`src/hw/rtl/stok_pkg.sv`:
```
package stok_pkg;

    localparam int unsigned MAX_TOKEN   = 8192;
    localparam int unsigned LEN_W       = $clog2(MAX_TOKEN);
    localparam int unsigned LIM_MAX     = MAX_TOKEN - 1;
    localparam int unsigned CFG_W       = 13;
    localparam int unsigned RES_MAX     = 4;
    localparam int unsigned RES_IDX_W   = $clog2(RES_MAX);
    localparam int unsigned RES_CNT_W   = $clog2(RES_MAX + 1);
    localparam int unsigned QUEUE_DEPTH = 4;
    localparam int unsigned QPTR_W      = $clog2(QUEUE_DEPTH);
    localparam int unsigned QCNT_W      = $clog2(QUEUE_DEPTH + 1);

    localparam logic [CFG_W-1:0] LIMIT_RESET = 13'd8191;

    localparam logic [7:0] CH_NUL    = 8'h00;
    localparam logic [7:0] CH_NL     = 8'h0A;
    localparam logic [7:0] CH_SPACE  = 8'h20;
    localparam logic [7:0] CH_QUOTE  = 8'h22;
    localparam logic [7:0] CH_APOS   = 8'h27;
    localparam logic [7:0] CH_LPAREN = 8'h28;
    localparam logic [7:0] CH_RPAREN = 8'h29;
    localparam logic [7:0] CH_SLASH  = 8'h2F;
    localparam logic [7:0] CH_COLON  = 8'h3A;
    localparam logic [7:0] CH_EQUALS = 8'h3D;
    localparam logic [7:0] CH_LBRACE = 8'h7B;
    localparam logic [7:0] CH_RBRACE = 8'h7D;

    typedef enum logic [2:0] {
        MODE_SKIP    = 3'd0,
        MODE_SLASH   = 3'd1,
        MODE_COMMENT = 3'd2,
        MODE_QUOTED  = 3'd3,
        MODE_WORD    = 3'd4,
        MODE_DISCARD = 3'd5
    } scan_mode_t;

    typedef enum logic [1:0] {
        KIND_CHAR = 2'd0,
        KIND_END  = 2'd1,
        KIND_EOT  = 2'd2
    } kind_t;

    typedef struct packed {
        kind_t      kind;
        logic [7:0] ch;
        logic       quoted;
    } result_t;

    typedef struct packed {
        logic [RES_CNT_W-1:0]      count;
        result_t [RES_MAX-1:0]     res;
    } group_t;

    typedef struct packed {
        logic full;
        logic empty;
    } q_status_t;

endpackage

```
`src/hw/rtl/stok_front.sv`:
```
module stok_front
(
    input  logic                      clk,
    input  logic                      rst_n,
    input  logic                      s_tvalid,
    output logic                      s_tready,
    input  logic [7:0]                s_tdata,     // text_byte
    input  logic                      cfg_wr_en,
    input  logic [stok_pkg::CFG_W-1:0] cfg_wr_data, // token_limit
    input  stok_pkg::q_status_t       q_stat,
    output logic                      push,
    output stok_pkg::group_t          push_grp
);
    import stok_pkg::*;

    scan_mode_t        mode_reg;
    scan_mode_t        mode_next;
    logic [LEN_W-1:0]  len_reg;
    logic [LEN_W-1:0]  len_next;
    logic [CFG_W-1:0]  limit_reg;

    logic [7:0]        c;
    logic              is_zero;
    logic              is_ws;
    logic              is_single;
    logic              slash_pre;
    logic [LEN_W-1:0]  lim;
    logic              lim_one;
    scan_mode_t        m_eff;
    logic [LEN_W-1:0]  l_eff;
    logic [LEN_W-1:0]  cut_len;
    logic [LEN_W:0]    inc;
    logic              cut;
    logic              accept;

    function automatic result_t make_res(kind_t k, logic [7:0] ch, logic q);
        result_t r;
        r.kind   = k;
        r.ch     = ch;
        r.quoted = q;
        return r;
    endfunction

    assign c         = s_tdata;
    assign is_zero   = (c == CH_NUL);
    assign is_ws     = !is_zero && (c <= CH_SPACE);
    assign is_single = (c == CH_LBRACE) || (c == CH_RBRACE) || (c == CH_LPAREN) ||
                       (c == CH_RPAREN) || (c == CH_APOS) || (c == CH_COLON) ||
                       (c == CH_EQUALS);

    always_comb
    begin
        if (limit_reg == '0)
        begin
            lim = LEN_W'(1);
        end
        else if (32'(limit_reg) > LIM_MAX)
        begin
            lim = LEN_W'(LIM_MAX);
        end
        else
        begin
            lim = LEN_W'(limit_reg);
        end
    end

    assign lim_one   = (lim == LEN_W'(1));
    assign slash_pre = (mode_reg == MODE_SLASH) && (c != CH_SLASH);

    // a lone slash becomes the first character of a word, or a whole token when the limit is one
    always_comb
    begin
        if (slash_pre)
        begin
            m_eff = lim_one ? MODE_SKIP : MODE_WORD;
            l_eff = lim_one ? '0 : LEN_W'(1);
        end
        else
        begin
            l_eff = len_reg;
            case (mode_reg)
                MODE_SLASH:   m_eff = MODE_SLASH;
                MODE_COMMENT: m_eff = MODE_COMMENT;
                MODE_QUOTED:  m_eff = MODE_QUOTED;
                MODE_WORD:    m_eff = MODE_WORD;
                MODE_DISCARD: m_eff = MODE_DISCARD;
                default:      m_eff = MODE_SKIP;
            endcase
        end
    end

    assign cut_len = (m_eff == MODE_SKIP) ? '0 : l_eff;
    assign inc     = {1'b0, cut_len} + {{LEN_W{1'b0}}, 1'b1};
    assign cut     = (inc >= {1'b0, lim});

    always_comb
    begin
        mode_next = m_eff;
        len_next  = l_eff;
        case (m_eff)
            MODE_SLASH:
            begin
                mode_next = MODE_COMMENT;
            end
            MODE_SKIP:
            begin
                if (is_zero)
                begin
                    len_next = '0;
                end
                else if (is_ws)
                begin
                    mode_next = MODE_SKIP;
                end
                else if (c == CH_SLASH)
                begin
                    mode_next = MODE_SLASH;
                end
                else if (c == CH_QUOTE)
                begin
                    mode_next = MODE_QUOTED;
                    len_next  = '0;
                end
                else if (is_single)
                begin
                    len_next = '0;
                end
                else
                begin
                    mode_next = cut ? MODE_SKIP : MODE_WORD;
                    len_next  = cut ? '0 : inc[LEN_W-1:0];
                end
            end
            MODE_WORD:
            begin
                if (is_zero || is_ws || is_single)
                begin
                    mode_next = MODE_SKIP;
                    len_next  = '0;
                end
                else
                begin
                    mode_next = cut ? MODE_SKIP : MODE_WORD;
                    len_next  = cut ? '0 : inc[LEN_W-1:0];
                end
            end
            MODE_COMMENT:
            begin
                if (is_zero)
                begin
                    mode_next = MODE_SKIP;
                    len_next  = '0;
                end
                else if (c == CH_NL)
                begin
                    mode_next = MODE_SKIP;
                end
            end
            MODE_QUOTED:
            begin
                if (is_zero || (c == CH_QUOTE))
                begin
                    mode_next = MODE_SKIP;
                    len_next  = '0;
                end
                else
                begin
                    mode_next = cut ? MODE_DISCARD : MODE_QUOTED;
                    len_next  = cut ? '0 : inc[LEN_W-1:0];
                end
            end
            MODE_DISCARD:
            begin
                if (is_zero)
                begin
                    mode_next = MODE_SKIP;
                    len_next  = '0;
                end
                else if (c == CH_QUOTE)
                begin
                    mode_next = MODE_SKIP;
                end
            end
            default:
            begin
                mode_next = MODE_SKIP;
                len_next  = '0;
            end
        endcase
    end

    always_comb
    begin
        push_grp.res   = '0;
        push_grp.count = '0;
        if (slash_pre)
        begin
            push_grp.res[push_grp.count[RES_IDX_W-1:0]] = make_res(KIND_CHAR, CH_SLASH, 1'b0);
            push_grp.count = push_grp.count + RES_CNT_W'(1);
            if (lim_one)
            begin
                push_grp.res[push_grp.count[RES_IDX_W-1:0]] = make_res(KIND_END, CH_NUL, 1'b0);
                push_grp.count = push_grp.count + RES_CNT_W'(1);
            end
        end
        case (m_eff)
            MODE_SKIP:
            begin
                if (is_zero)
                begin
                    push_grp.res[push_grp.count[RES_IDX_W-1:0]] =
                        make_res(KIND_EOT, CH_NUL, 1'b0);
                    push_grp.count = push_grp.count + RES_CNT_W'(1);
                end
                else if (!is_ws && (c != CH_SLASH) && (c != CH_QUOTE))
                begin
                    push_grp.res[push_grp.count[RES_IDX_W-1:0]] = make_res(KIND_CHAR, c, 1'b0);
                    push_grp.count = push_grp.count + RES_CNT_W'(1);
                    if (is_single || cut)
                    begin
                        push_grp.res[push_grp.count[RES_IDX_W-1:0]] =
                            make_res(KIND_END, CH_NUL, 1'b0);
                        push_grp.count = push_grp.count + RES_CNT_W'(1);
                    end
                end
            end
            MODE_WORD:
            begin
                if (is_zero || is_ws || is_single)
                begin
                    push_grp.res[push_grp.count[RES_IDX_W-1:0]] =
                        make_res(KIND_END, CH_NUL, 1'b0);
                    push_grp.count = push_grp.count + RES_CNT_W'(1);
                end
                if (is_zero)
                begin
                    push_grp.res[push_grp.count[RES_IDX_W-1:0]] =
                        make_res(KIND_EOT, CH_NUL, 1'b0);
                    push_grp.count = push_grp.count + RES_CNT_W'(1);
                end
                else if (!is_ws)
                begin
                    push_grp.res[push_grp.count[RES_IDX_W-1:0]] = make_res(KIND_CHAR, c, 1'b0);
                    push_grp.count = push_grp.count + RES_CNT_W'(1);
                    if (is_single || cut)
                    begin
                        push_grp.res[push_grp.count[RES_IDX_W-1:0]] =
                            make_res(KIND_END, CH_NUL, 1'b0);
                        push_grp.count = push_grp.count + RES_CNT_W'(1);
                    end
                end
            end
            MODE_QUOTED:
            begin
                if (is_zero || (c == CH_QUOTE))
                begin
                    push_grp.res[push_grp.count[RES_IDX_W-1:0]] =
                        make_res(KIND_END, CH_NUL, 1'b1);
                    push_grp.count = push_grp.count + RES_CNT_W'(1);
                    if (is_zero)
                    begin
                        push_grp.res[push_grp.count[RES_IDX_W-1:0]] =
                            make_res(KIND_EOT, CH_NUL, 1'b0);
                        push_grp.count = push_grp.count + RES_CNT_W'(1);
                    end
                end
                else
                begin
                    push_grp.res[push_grp.count[RES_IDX_W-1:0]] = make_res(KIND_CHAR, c, 1'b1);
                    push_grp.count = push_grp.count + RES_CNT_W'(1);
                    if (cut)
                    begin
                        push_grp.res[push_grp.count[RES_IDX_W-1:0]] =
                            make_res(KIND_END, CH_NUL, 1'b1);
                        push_grp.count = push_grp.count + RES_CNT_W'(1);
                    end
                end
            end
            MODE_COMMENT, MODE_DISCARD:
            begin
                if (is_zero)
                begin
                    push_grp.res[push_grp.count[RES_IDX_W-1:0]] =
                        make_res(KIND_EOT, CH_NUL, 1'b0);
                    push_grp.count = push_grp.count + RES_CNT_W'(1);
                end
            end
            default:
            begin
                push_grp.count = push_grp.count;
            end
        endcase
    end

    assign s_tready = !q_stat.full;
    assign accept   = s_tvalid && s_tready;
    assign push     = accept && (push_grp.count != '0);

    always_ff @(posedge clk or negedge rst_n)
    begin
        if (!rst_n)
        begin
            mode_reg  <= MODE_SKIP;
            len_reg   <= '0;
            limit_reg <= LIMIT_RESET;
        end
        else
        begin
            if (accept)
            begin
                mode_reg <= mode_next;
                len_reg  <= len_next;
            end
            if (cfg_wr_en)
            begin
                limit_reg <= cfg_wr_data;
            end
        end
    end

endmodule

```
`src/hw/rtl/stok_queue.sv`:
```
module stok_queue
(
    input  logic                clk,
    input  logic                rst_n,
    input  logic                push,
    input  stok_pkg::group_t    push_grp,
    input  logic                pop,
    output stok_pkg::group_t    head_grp,
    output stok_pkg::q_status_t q_stat
);
    import stok_pkg::*;

    group_t              mem_reg [QUEUE_DEPTH];
    logic [QPTR_W-1:0]   wr_ptr_reg;
    logic [QPTR_W-1:0]   rd_ptr_reg;
    logic [QCNT_W-1:0]   count_reg;
    logic [QCNT_W-1:0]   count_next;
    logic                do_push;
    logic                do_pop;

    assign q_stat.full  = (count_reg == QCNT_W'(QUEUE_DEPTH));
    assign q_stat.empty = (count_reg == '0);
    assign do_push      = push && !q_stat.full;
    assign do_pop       = pop && !q_stat.empty;
    assign head_grp     = mem_reg[rd_ptr_reg];

    always_comb
    begin
        count_next = count_reg;
        if (do_push && !do_pop)
        begin
            count_next = count_reg + QCNT_W'(1);
        end
        else if (do_pop && !do_push)
        begin
            count_next = count_reg - QCNT_W'(1);
        end
    end

    always_ff @(posedge clk)
    begin
        if (do_push)
        begin
            mem_reg[wr_ptr_reg] <= push_grp;
        end
    end

    always_ff @(posedge clk or negedge rst_n)
    begin
        if (!rst_n)
        begin
            wr_ptr_reg <= '0;
            rd_ptr_reg <= '0;
            count_reg  <= '0;
        end
        else
        begin
            if (do_push)
            begin
                wr_ptr_reg <= wr_ptr_reg + QPTR_W'(1);
            end
            if (do_pop)
            begin
                rd_ptr_reg <= rd_ptr_reg + QPTR_W'(1);
            end
            count_reg <= count_next;
        end
    end

endmodule

```
`src/hw/rtl/stok_back.sv`:
```
module stok_back
(
    input  logic                clk,
    input  logic                rst_n,
    input  stok_pkg::group_t    head_grp,
    input  stok_pkg::q_status_t q_stat,
    output logic                pop,
    output logic                m_tvalid,
    input  logic                m_tready,
    output logic [7:0]          m_tdata,   // token_char
    output logic [2:0]          m_tuser,   // kind[1:0], quoted[2]
    output logic                m_tlast    // last
);
    import stok_pkg::*;

    logic [RES_IDX_W-1:0] idx_reg;
    logic                 m_tvalid_reg;
    logic [7:0]           m_tdata_reg;
    logic [2:0]           m_tuser_reg;
    logic                 m_tlast_reg;
    logic                 load;
    logic                 is_last;
    result_t              cur;

    assign cur     = head_grp.res[idx_reg];
    assign is_last = (RES_CNT_W'(idx_reg) + RES_CNT_W'(1)) == head_grp.count;
    assign load    = !q_stat.empty && (!m_tvalid_reg || m_tready);
    assign pop     = load && is_last;

    assign m_tvalid = m_tvalid_reg;
    assign m_tdata  = m_tdata_reg;
    assign m_tuser  = m_tuser_reg;
    assign m_tlast  = m_tlast_reg;

    always_ff @(posedge clk)
    begin
        if (load)
        begin
            m_tdata_reg <= cur.ch;
            m_tuser_reg <= {cur.quoted, cur.kind};
            m_tlast_reg <= is_last;
        end
    end

    always_ff @(posedge clk or negedge rst_n)
    begin
        if (!rst_n)
        begin
            idx_reg      <= '0;
            m_tvalid_reg <= 1'b0;
        end
        else
        begin
            if (load)
            begin
                m_tvalid_reg <= 1'b1;
                idx_reg      <= is_last ? '0 : idx_reg + RES_IDX_W'(1);
            end
            else if (m_tready)
            begin
                m_tvalid_reg <= 1'b0;
            end
        end
    end

endmodule

```
`src/hw/rtl/script_tokenizer.sv`:
```
// Script tokenizer: turns a stream of text bytes into a stream of token words.
// Input channel s_*: one text byte per word; byte 0 ends the text.
// Output channel m_*: one result per word; tuser[1:0] is the kind (token
// character, end of token, end of text), tuser[2] marks a quoted token,
// tdata carries the character, tlast marks the final result of one byte.
// Configuration: cfg_wr_en writes cfg_wr_data into the token length limit.
// Throughput: one text byte per cycle while the four-entry result queue has
// room; the output side drains one result per cycle while the receiver is
// ready, so a run of bytes that each cause more than one result is set by
// the output serialiser, not by the scanner.
// Path: a byte's results are registered into the queue and then, one at a
// time, into the output register.
// Reset: scanner skips whitespace, token length clears, limit returns to
// 8191, queue and output register empty.
// Stall: a stalled receiver holds the output word; the queue fills and then
// s_tready drops until space returns.
module script_tokenizer
(
    input  logic                       clk,
    input  logic                       rst_n,
    input  logic                       s_tvalid,
    output logic                       s_tready,
    input  logic [7:0]                 s_tdata,     // text_byte
    output logic                       m_tvalid,
    input  logic                       m_tready,
    output logic [7:0]                 m_tdata,     // token_char
    output logic [2:0]                 m_tuser,     // kind[1:0], quoted[2]
    output logic                       m_tlast,     // last
    input  logic                       cfg_wr_en,
    input  logic [stok_pkg::CFG_W-1:0] cfg_wr_data  // token_limit
);
    import stok_pkg::*;

    logic      push;
    logic      pop;
    group_t    push_grp;
    group_t    head_grp;
    q_status_t q_stat;

    stok_front u_front
    (
        .clk         (clk),
        .rst_n       (rst_n),
        .s_tvalid    (s_tvalid),
        .s_tready    (s_tready),
        .s_tdata     (s_tdata),
        .cfg_wr_en   (cfg_wr_en),
        .cfg_wr_data (cfg_wr_data),
        .q_stat      (q_stat),
        .push        (push),
        .push_grp    (push_grp)
    );

    stok_queue u_queue
    (
        .clk      (clk),
        .rst_n    (rst_n),
        .push     (push),
        .push_grp (push_grp),
        .pop      (pop),
        .head_grp (head_grp),
        .q_stat   (q_stat)
    );

    stok_back u_back
    (
        .clk      (clk),
        .rst_n    (rst_n),
        .head_grp (head_grp),
        .q_stat   (q_stat),
        .pop      (pop),
        .m_tvalid (m_tvalid),
        .m_tready (m_tready),
        .m_tdata  (m_tdata),
        .m_tuser  (m_tuser),
        .m_tlast  (m_tlast)
    );

endmodule

```
`config.mk`:
```
export PLATFORM = sky130hd
export DESIGN_NAME = script_tokenizer
export DESIGN_NICKNAME = d
export VERILOG_FILES = /design/src/hw/rtl/stok_pkg.sv /design/src/hw/rtl/stok_front.sv /design/src/hw/rtl/stok_queue.sv /design/src/hw/rtl/stok_back.sv /design/src/hw/rtl/script_tokenizer.sv
export SDC_FILE = /design/constraint.sdc
export NUM_CORES = 1
export LEC_CHECK = 0
export ABC_AREA = 1
export BUFFER_PORTS_ARGS = -buffer_cell sky130_fd_sc_hd__buf_2
export CAP_MARGIN = 20
export CORE_ASPECT_RATIO = 2
export CORE_UTILIZATION = 44
export CTS_BUF_LIST = sky130_fd_sc_hd__clkbuf_16
export DETAILED_ROUTE_END_ITERATION = 7
export GPL_ROUTABILITY_DRIVEN = 0
export PLACE_DENSITY = 0.63
export SLEW_MARGIN = 20
export SYNTH_ARGS = -nofsm -noshare
export SYNTH_HDL_FRONTEND = slang
export SYNTH_SLANG_ARGS = --single-unit
```
`constraint.sdc`:
```
create_clock -name clk -period 7.25 [get_ports clk]
set_clock_uncertainty 0.05 [all_clocks]
set_input_delay 0.725 -clock clk [delete_from_list [all_inputs] [get_ports clk]]
set_output_delay 0.725 -clock clk [all_outputs]
set_load 0.05 [all_outputs]
```
# Word-level counts from Yosys, hierarchy flattened
# Memories as Yosys holds them, arrays and structs flattened.
# Cells that the tools add are included.
# Widths: inputs -> output; s select.
[classes] n_reduce_logical=42 bitwise_logic=24 muxes=69 magnitude_cmp=11 eq_ne=25 n_addsub=11
[ops] op="$mux 47" n=12
[ops] op="$not 40->40" n=6
[ops] op="$pmux 44 s4" n=1
[ops] op="$and 40x40->40" n=4
[ops] op="$mux 13" n=12
[ops] op="$bwmux 44" n=3
[ops] op="$demux 11 s2" n=4
[ops] op="$and 20x40->40" n=2
[ops] op="$not 36->36" n=2
[ops] op="$pmux 13 s5" n=1
[ops] op="$eq 8x6->1 const B" n=7
[ops] op="$mux 11" n=5
[ops] op="$mux 3" n=18
[ops] op="$and 18x36->36" n=1
[ops] op="$and 36x36->36" n=1
[ops] op="$bmux 11 s2" n=1
[ops] op="$mux 22" n=1
[ops] op="$pmux 3 s6" n=1
[ops] op="$eq 8x7->1 const B" n=2
[ops] op="$logic_and 1x1->1" n=16
[ops] op="$ne 8x6->1 const B" n=2
[ops] op="$or 4x4->4" n=4
[ops] op="$add 3x1->3 const B" n=5
[ops] op="$eq 3x3->1 const B" n=5
[ops] op="other kinds (29)" n=66
[totals] register_bits=51 output_inout_bits=14 mem_count=1 word_cells=194 input_bits=26 mem_bits_rw=188
[memory_table] name="u_queue.mem_reg" words=4 word_bits=47 rd=1 rd_clocked_by_memory_dff=0 write_ports=1 line="stok_queue.sv:13" text="group_t mem_reg [QUEUE_DEPTH];"

# Logic depth before layout (Yosys ltp)
[logic_depth] word_depth=31 depth_mapped=47

# Modules after synthesis
# From an unflattened synthesis, not the netlist that was laid out.
[unflattened] cells_unflattened=1386 area_unflattened_um2=12754.7
[by_module_without_submodules] mod="stok_queue" cells_per_inst=609 area_per_inst_um2=7911.3 instances=1 seq_area_each_um2=5820.6
[by_module_without_submodules] mod="stok_front" cells_per_inst=669 area_per_inst_um2=3902.5 instances=1 seq_area_each_um2=742.0
[by_module_without_submodules] mod="stok_back" cells_per_inst=108 area_per_inst_um2=940.9 instances=1 seq_area_each_um2=435.4

# Worst setup path after synthesis
# OpenSTA, ideal clock, no wires.
[synth_path] path_kind="in2reg" startpoint="input port s_tdata[1]" endpoint="memory u_queue.mem_reg[0][0] (netlist name) (enable)" setup_ns=0.451 setup_slack_ns=-0.177 required_ns=6.749 stages=36 arrival_time_ns=6.926 path_cell_list="buf_2 -> nand2_1 -> nor3_4 -> nand2_4 -> nand2_8 -> a21oi_1 -> nand3_2 -> buf_6 -> inv_1 -> buf_2 -> or2_2 -> inv_1 -> ha_1 -> nor3b_2 -> nand2_1 -> xor2_1 -> ha_1 -> nand2_1 -> nor2_1 -> a211oi_1 -> nand2_1 -> nand2_1 -> nand2_1 -> nand2_1 -> nand4_4 -> buf_6 -> ha_1 -> nand2_1 -> o21ai_0 -> a21oi_1 -> nor4_1 -> nand2_1 -> nand2_1 -> nand3_2 -> nand2_4 -> nor2_1"
[synth_via] elab_chain_cells=21 word_cells_on_any_way=62 cone_classes="5 x add/sub; 2 x order compare; 14 x eq/ne; 19 x mux; 22 x reduce/logical"
[synth_rtl] element="start: declaration" line="script_tokenizer.sv:23" text="input logic [7:0] s_tdata,"
[synth_rtl] element="branches (longest 15 deep; another with $add 13x1->14)"
[synth_rtl] element="$pmux 3 s4 *" line="stok_front.sv:206" text="case (m_eff)"
[synth_rtl] element="$reduce_bool 3->1 *" line="stok_front.sv:297" text="assign push = accept && (push_grp.count != '0);"
[synth_rtl] element="$logic_and 1x1->1 *" line="stok_front.sv:297"
[synth_rtl] element="$logic_and 1x1->1 *" line="stok_queue.sv:23" text="assign do_push = push && !q_stat.full;"
[synth_rtl] element="$mux 1 *" line="stok_queue.sv:42" text="if (do_push)"
[synth_rtl] element="$mux 1 (implied by the code) *" line="stok_queue.sv:44" text="mem_reg[wr_ptr_reg] <= push_grp;"
[synth_rtl] element="end: declaration" line="stok_queue.sv:13"
# Mark *: on every way between the ends. The select of a mux whose other input is x is not followed.

# Worst setup path in the final report
[layout_path] startpoint="register u_front.mode_reg[2]" endpoint="register u_queue.count_reg[2]"
[layout_via] elab_chain_cells=18 word_cells_on_any_way=45 cone_classes="5 x add/sub; 1 x order compare; 9 x eq/ne; 19 x mux; 11 x reduce/logical"
[layout_rtl] element="start: declaration" line="stok_front.sv:16" text="scan_mode_t mode_reg;"
[layout_rtl] element="start signal: assignment" line="stok_front.sv:311" text="mode_reg <= mode_next;"
[layout_rtl] element="$eq 3x3->1, or another cell as far along" line="stok_front.sv:81" text="case (mode_reg)"
[layout_rtl] element="$pmux 3 s5 / $logic_and 1x1->1 (equally long branches)" line="stok_front.sv:81, stok_front.sv:68"
[layout_rtl] element="$mux 3 (on tied branches)" line="stok_front.sv:73, stok_front.sv:196"
[layout_rtl] element="$logic_not 3->1 / $add 3x1->3 (equally long branches)"
[layout_rtl] element="$mux 13 / $mux 47 (equally long branches)" line="stok_front.sv:92, stok_front.sv:229"
[layout_rtl] element="$add 13x1->14 / $mux 47 (equally long branches)" line="stok_front.sv:93, stok_front.sv:206"
[layout_rtl] element="$ge 14x13->1 / $add 3x1->3 (equally long branches)" line="stok_front.sv:94, stok_front.sv:239, stok_front.sv:244"
[layout_rtl] element="$logic_or 1x1->1 / $add 3x1->3 (equally long branches)" line="stok_front.sv:219, stok_front.sv:245, stok_front.sv:249"
[layout_rtl] element="[... 3 more ...]"
[layout_rtl] element="$pmux 3 s4 *" line="stok_front.sv:206"
[layout_rtl] element="$reduce_bool 3->1 *" line="stok_front.sv:297"
[layout_rtl] element="$logic_and 1x1->1 *" line="stok_front.sv:297"
[layout_rtl] element="$logic_and 1x1->1 *" line="stok_queue.sv:23"
[layout_rtl] element="named net u_queue.do_push" line="stok_queue.sv:18" text="logic do_push;"
[layout_rtl] element="$logic_not 1->1" line="stok_queue.sv:34" text="else if (do_pop && !do_push)"
[layout_rtl] element="$logic_and 1x1->1" line="stok_queue.sv:34"
[layout_rtl] element="$reduce_bool 2->1 (no line)"
[layout_rtl] element="end signal: assignment" line="stok_queue.sv:66" text="count_reg <= count_next;"
[layout_rtl] element="end: declaration" line="stok_queue.sv:16" text="logic [QCNT_W-1:0] count_reg;"
# Mark *: on every way through the listed nets, which the timed path passes. The rest lies on a longest branch. The select of a mux whose other input is x is not followed.
# A chain may end at the register's enable or synchronous reset.

==> summary.md <==
| Metric | Value |
|---|---|
| Path category of the worst min-delay check | in2async |
| Minimum clock period after layout | ~6.4 ns |
| Number of post-CTS setup repair buffers | 0 |
| Result of the run | completed |
| Area share of the leading cell type in the synthesized netlist | 50.4% |
| Most area-consuming cells after synthesis | edfxtp_1 (50%), o21ai_0 (6.3%), nand2_1 (5.5%), dfrtp_1 (5.5%), nor2_1 (5.4%) |
| Commonest non-fill, non-tap cells in the layout | edfxtp_1 (200), nand2_1 (175), nor2_1 (166) |
| Number of instances in the synthesized netlist | ~1200 |
| Final core utilization | 50.0% |
| Die boundary width | 118 µm |
| Flip-flop and latch area | 7000 µm² |
| Residual DRC count | 0 |
| Later-pin clock latency in the skew report | 0.52 ns |
| Number of detailed-routing iterations run before antenna repair | 5 |
| Share of synthesized cell area in and, or, nand and nor gates | between 10% and 20% |
| Proportion of synthesized chip area in sequential cells | 58.7% |
| Area delta synth->final | 11.0% |
| Die height | 235 µm |
| Die outline area | 27800 µm² |
| Average wire length per cell after detail routing | ~21 µm |
| Max FFs per register | 188 |
| Category of the critical setup timing path | reg2reg |
| DRT Wirelength | 34000 µm |
| Final-layout fill cell count | about 2500 |
| Starting DRT DRC Count | 819 |
| Final setup violation count | 0 |
| Routed vias | between 9000 and 10000 |
| Reg-to-Reg End | u_queue.count_reg[2] |
| Post-synth ARST share | around 16% |
| Quantity of gates resized following cts | 0 |
| Hold_buf cts | 0 |
| Final Max Tran Viols | 0 |
| Compound-gate portion of the synthesized area | 14.4% |
| Worst setup path endpoint | u_queue.count_reg[2] |
| Overall track demand over capacity in global routing | 24.8% |
| Top achievable clock speed | between 150 and 200 MHz |
| XOR/XNOR Fraction of Synth Area | 1.32% |
| Setup slack of the worst register-to-register path | just over 0.8 ns |
| Clock tree from TritonCTS | done |
| Highest fanout seen on the critical path | 21 |
| Reg2Reg Launch Point | u_front.mode_reg[2] |
| Flip-flop cell with the highest count after synthesis | edfxtp_1 |
| Transition at the pin with the smallest max-transition slack | around 1 ns |
| RSZ-0062 raised after global routing | no |
| Worst setup startpoint | u_front.mode_reg[2] |
| Worst setup SP type | flip-flop |
| I/O Buffers | 39 |
| PD cells | approximately 370 nW/µm² |
| Number of vias per cell after detailed routing | approximately 5.8 |
| Largest net degree at the start of global routing | 97 |
| Overall Power | between 4 and 5 mW |
| Count of flip-flops with a built-in enable after synthesis | 200 |
| Delay contributed by the slowest stage of the critical path | between 0.4 and 0.5 ns |
| Remaining antenna violation count | 0 |
| CP max-delay cell | fa_1 |
| Worst relative slew slack | 34.2% |
| Most common library cell in the layout ignoring fill and taps | edfxtp_1 |
| Sum of negative setup slack | 0 ns |
| Number of global-route vias before repair | 9151 |
| Post-synthesis instance area | 11900 µm² |
| Endpoint type of the worst setup path | flip-flop |
| Worst reg-to-reg path cell count | 39 |
| Area of the core | 26500 µm² |
| Largest area contributor in the netlist | edfxtp_1 |
| Maximum root-to-sink buffer count | 3 |
| Post-synthesis area per instance | 9.99 µm² |
| Clock sink total | 239 |
| Number of antenna violations at the first check in global routing | 0 |
| Clock root buffer | clkbuf_16 |
| Adder-cell area share of the yosys netlist | 3.63% |
| Static Leak | 5.25 nW |
| VDD IR max | slightly below 0.2 mV |
| Combinational family with the most area after synthesis | simple AND/OR/NAND/NOR gates |
| Cell mode on critical path | nand2_1 |
| Site Rows | 84 |
| Post-synthesis cell type count | 55 |
| Max capacitance violation total | 0 |
| Number of top-level design ports | 40 |
| Diode insertion count for antenna repair | 0 |
| Final worst-path cycle share | 88.8% |
| Multi-input gate area | 4320 µm² |
| Wire length of the first global-routing pass | 51800 µm |
| Final hold vios | 0 |
| Data required time at the worst endpoint | 7.59 ns |
| Initial standard-cell utilization of the core | 45.0% |
| Clock transition at path regs | about 0.070 ns |
| Post-synthesis mux area share | 0% |
| Clock buffers created by TritonCTS | 21 |
| Flop and latch count out of synthesis | approximately 240 |
| HPWL after detailed placement | 22700 µm |
| Count of nets after finishing | about 1300 |
| CP Data Arrival Time | just under 7 ns |
| Clock H-tree levels | 1 |
| Total number of yosys warnings | 0 |
| Share of layout cells above drive strength 1 | 10.8% |
| Remaining global-route overflow | 0 |
[worst min path at each step]
stage	startpoint	endpoint	depth (start not counted)
global placement	u_front.len_reg[12]	u_front.len_reg[12]	2
global route	cfg_wr_data[4]	u_front.limit_reg[4]	3
CTS	rst_n	u_queue.count_reg[0]	1
floorplan	rst_n	u_back.idx_reg[0]	0
detailed placement	u_front.len_reg[2]	u_front.len_reg[2]	2
finish	rst_n	u_queue.count_reg[0]	1
[Yosys cell counts, types with 2 or more instances]
cell,instances
nand2_4,3
o21a_1,2
xnor2_1,3
inv_1,112
nand2_1,175
nor2_4,2
o21ai_1,3
edfxtp_1,200
o31ai_1,4
nand3b_1,3
buf_6,3
buf_2,4
o2111ai_1,5
nand3_1,37
nand3_2,3
nand2_2,2
nand4_1,11
buf_1,4
xor2_1,15
nor2_1,170
o221ai_1,35
nor4_1,2
a211oi_1,2
o21ai_0,149
ha_1,33
a22oi_1,6
nor2_2,8
o22ai_1,18
dfrtp_1,26
clkbuf_1,42
o211ai_1,14
inv_2,2
a21oi_1,38
nor3_1,24
dfstp_2,13
[kinds of logic (layout without fill, tap and decap cells)]
group / count (synthesis) / in the layout
XOR/XNOR: 18 / 18
other: 1 / 9
AO/OA/AOI/OAI: 286 / 286
flip-flops: 239 / 239
buffers and inverters: 168 / 207
adder cells (fa/ha/maj): 34 / 34
AND/OR/NAND/NOR: 447 / 447
[area by class of cell]
| cell class | instances | area share (%) |
|---|---|---|
| clock inverter | 17 | 1.23 |
| clock buffer | 21 | 3.97 |
| sequential | 239 | 52.9 |
| timing repair buffer | 54 | 2.70 |
| tap | 344 | 3.25 |
| inverter | 115 | 3.28 |
| multi-input combinational | 794 | 32.7 |
[power by group]
part | total [mW] | internal (mW) | switching, mW | leakage, nW
logic | 1.77 | 0.481 | 1.29 | 2.51
clock network | 1.13 | 0.638 | 0.493 | 0.350
registers | 1.94 | 1.85 | 0.0909 | 2.39
[through the flow]
stage	instances	setup WS [ns]	hold slack (ns)	cell area, µm²
floorplan	1201	-0.177	0.379	12000
global placement	1545	0.618	0.416	12500
detailed placement	1545	0.469	0.424	12500
CTS	1583	0.868	0.333	13200
global route	1584	0.285	0.357	13200
finish	1584	0.809	0.298	13200
[worst max-delay path, delay by kind of cell, from the launching register on]
| kind | cells | cell delay [ns] |
|---|---|---|
| AOI/OAI and AO/OA | 5 | 0.64 |
| xor gates and xnor gates | 2 | 0.29 |
| adders and majority gates | 5 | 1.39 |
| buffers and inverters | 7 | 0.98 |
| DFF | 1 | 0.40 |
| and+or+nand+nor | 20 | 2.54 |
[metal layers]
metal | vias to the layer above | wire (µm) | global-route usage [%]
met3 | 128 | 1690 | 3.30
met1 | 4413 | 11000 | 24.1
li1 | 4257 | - | -
met5 | - | 0 | 0
met4 | 0 | 2710 | 19.6
met2 | 343 | 18600 | 46.3
(Power assumes the default switching activity.)
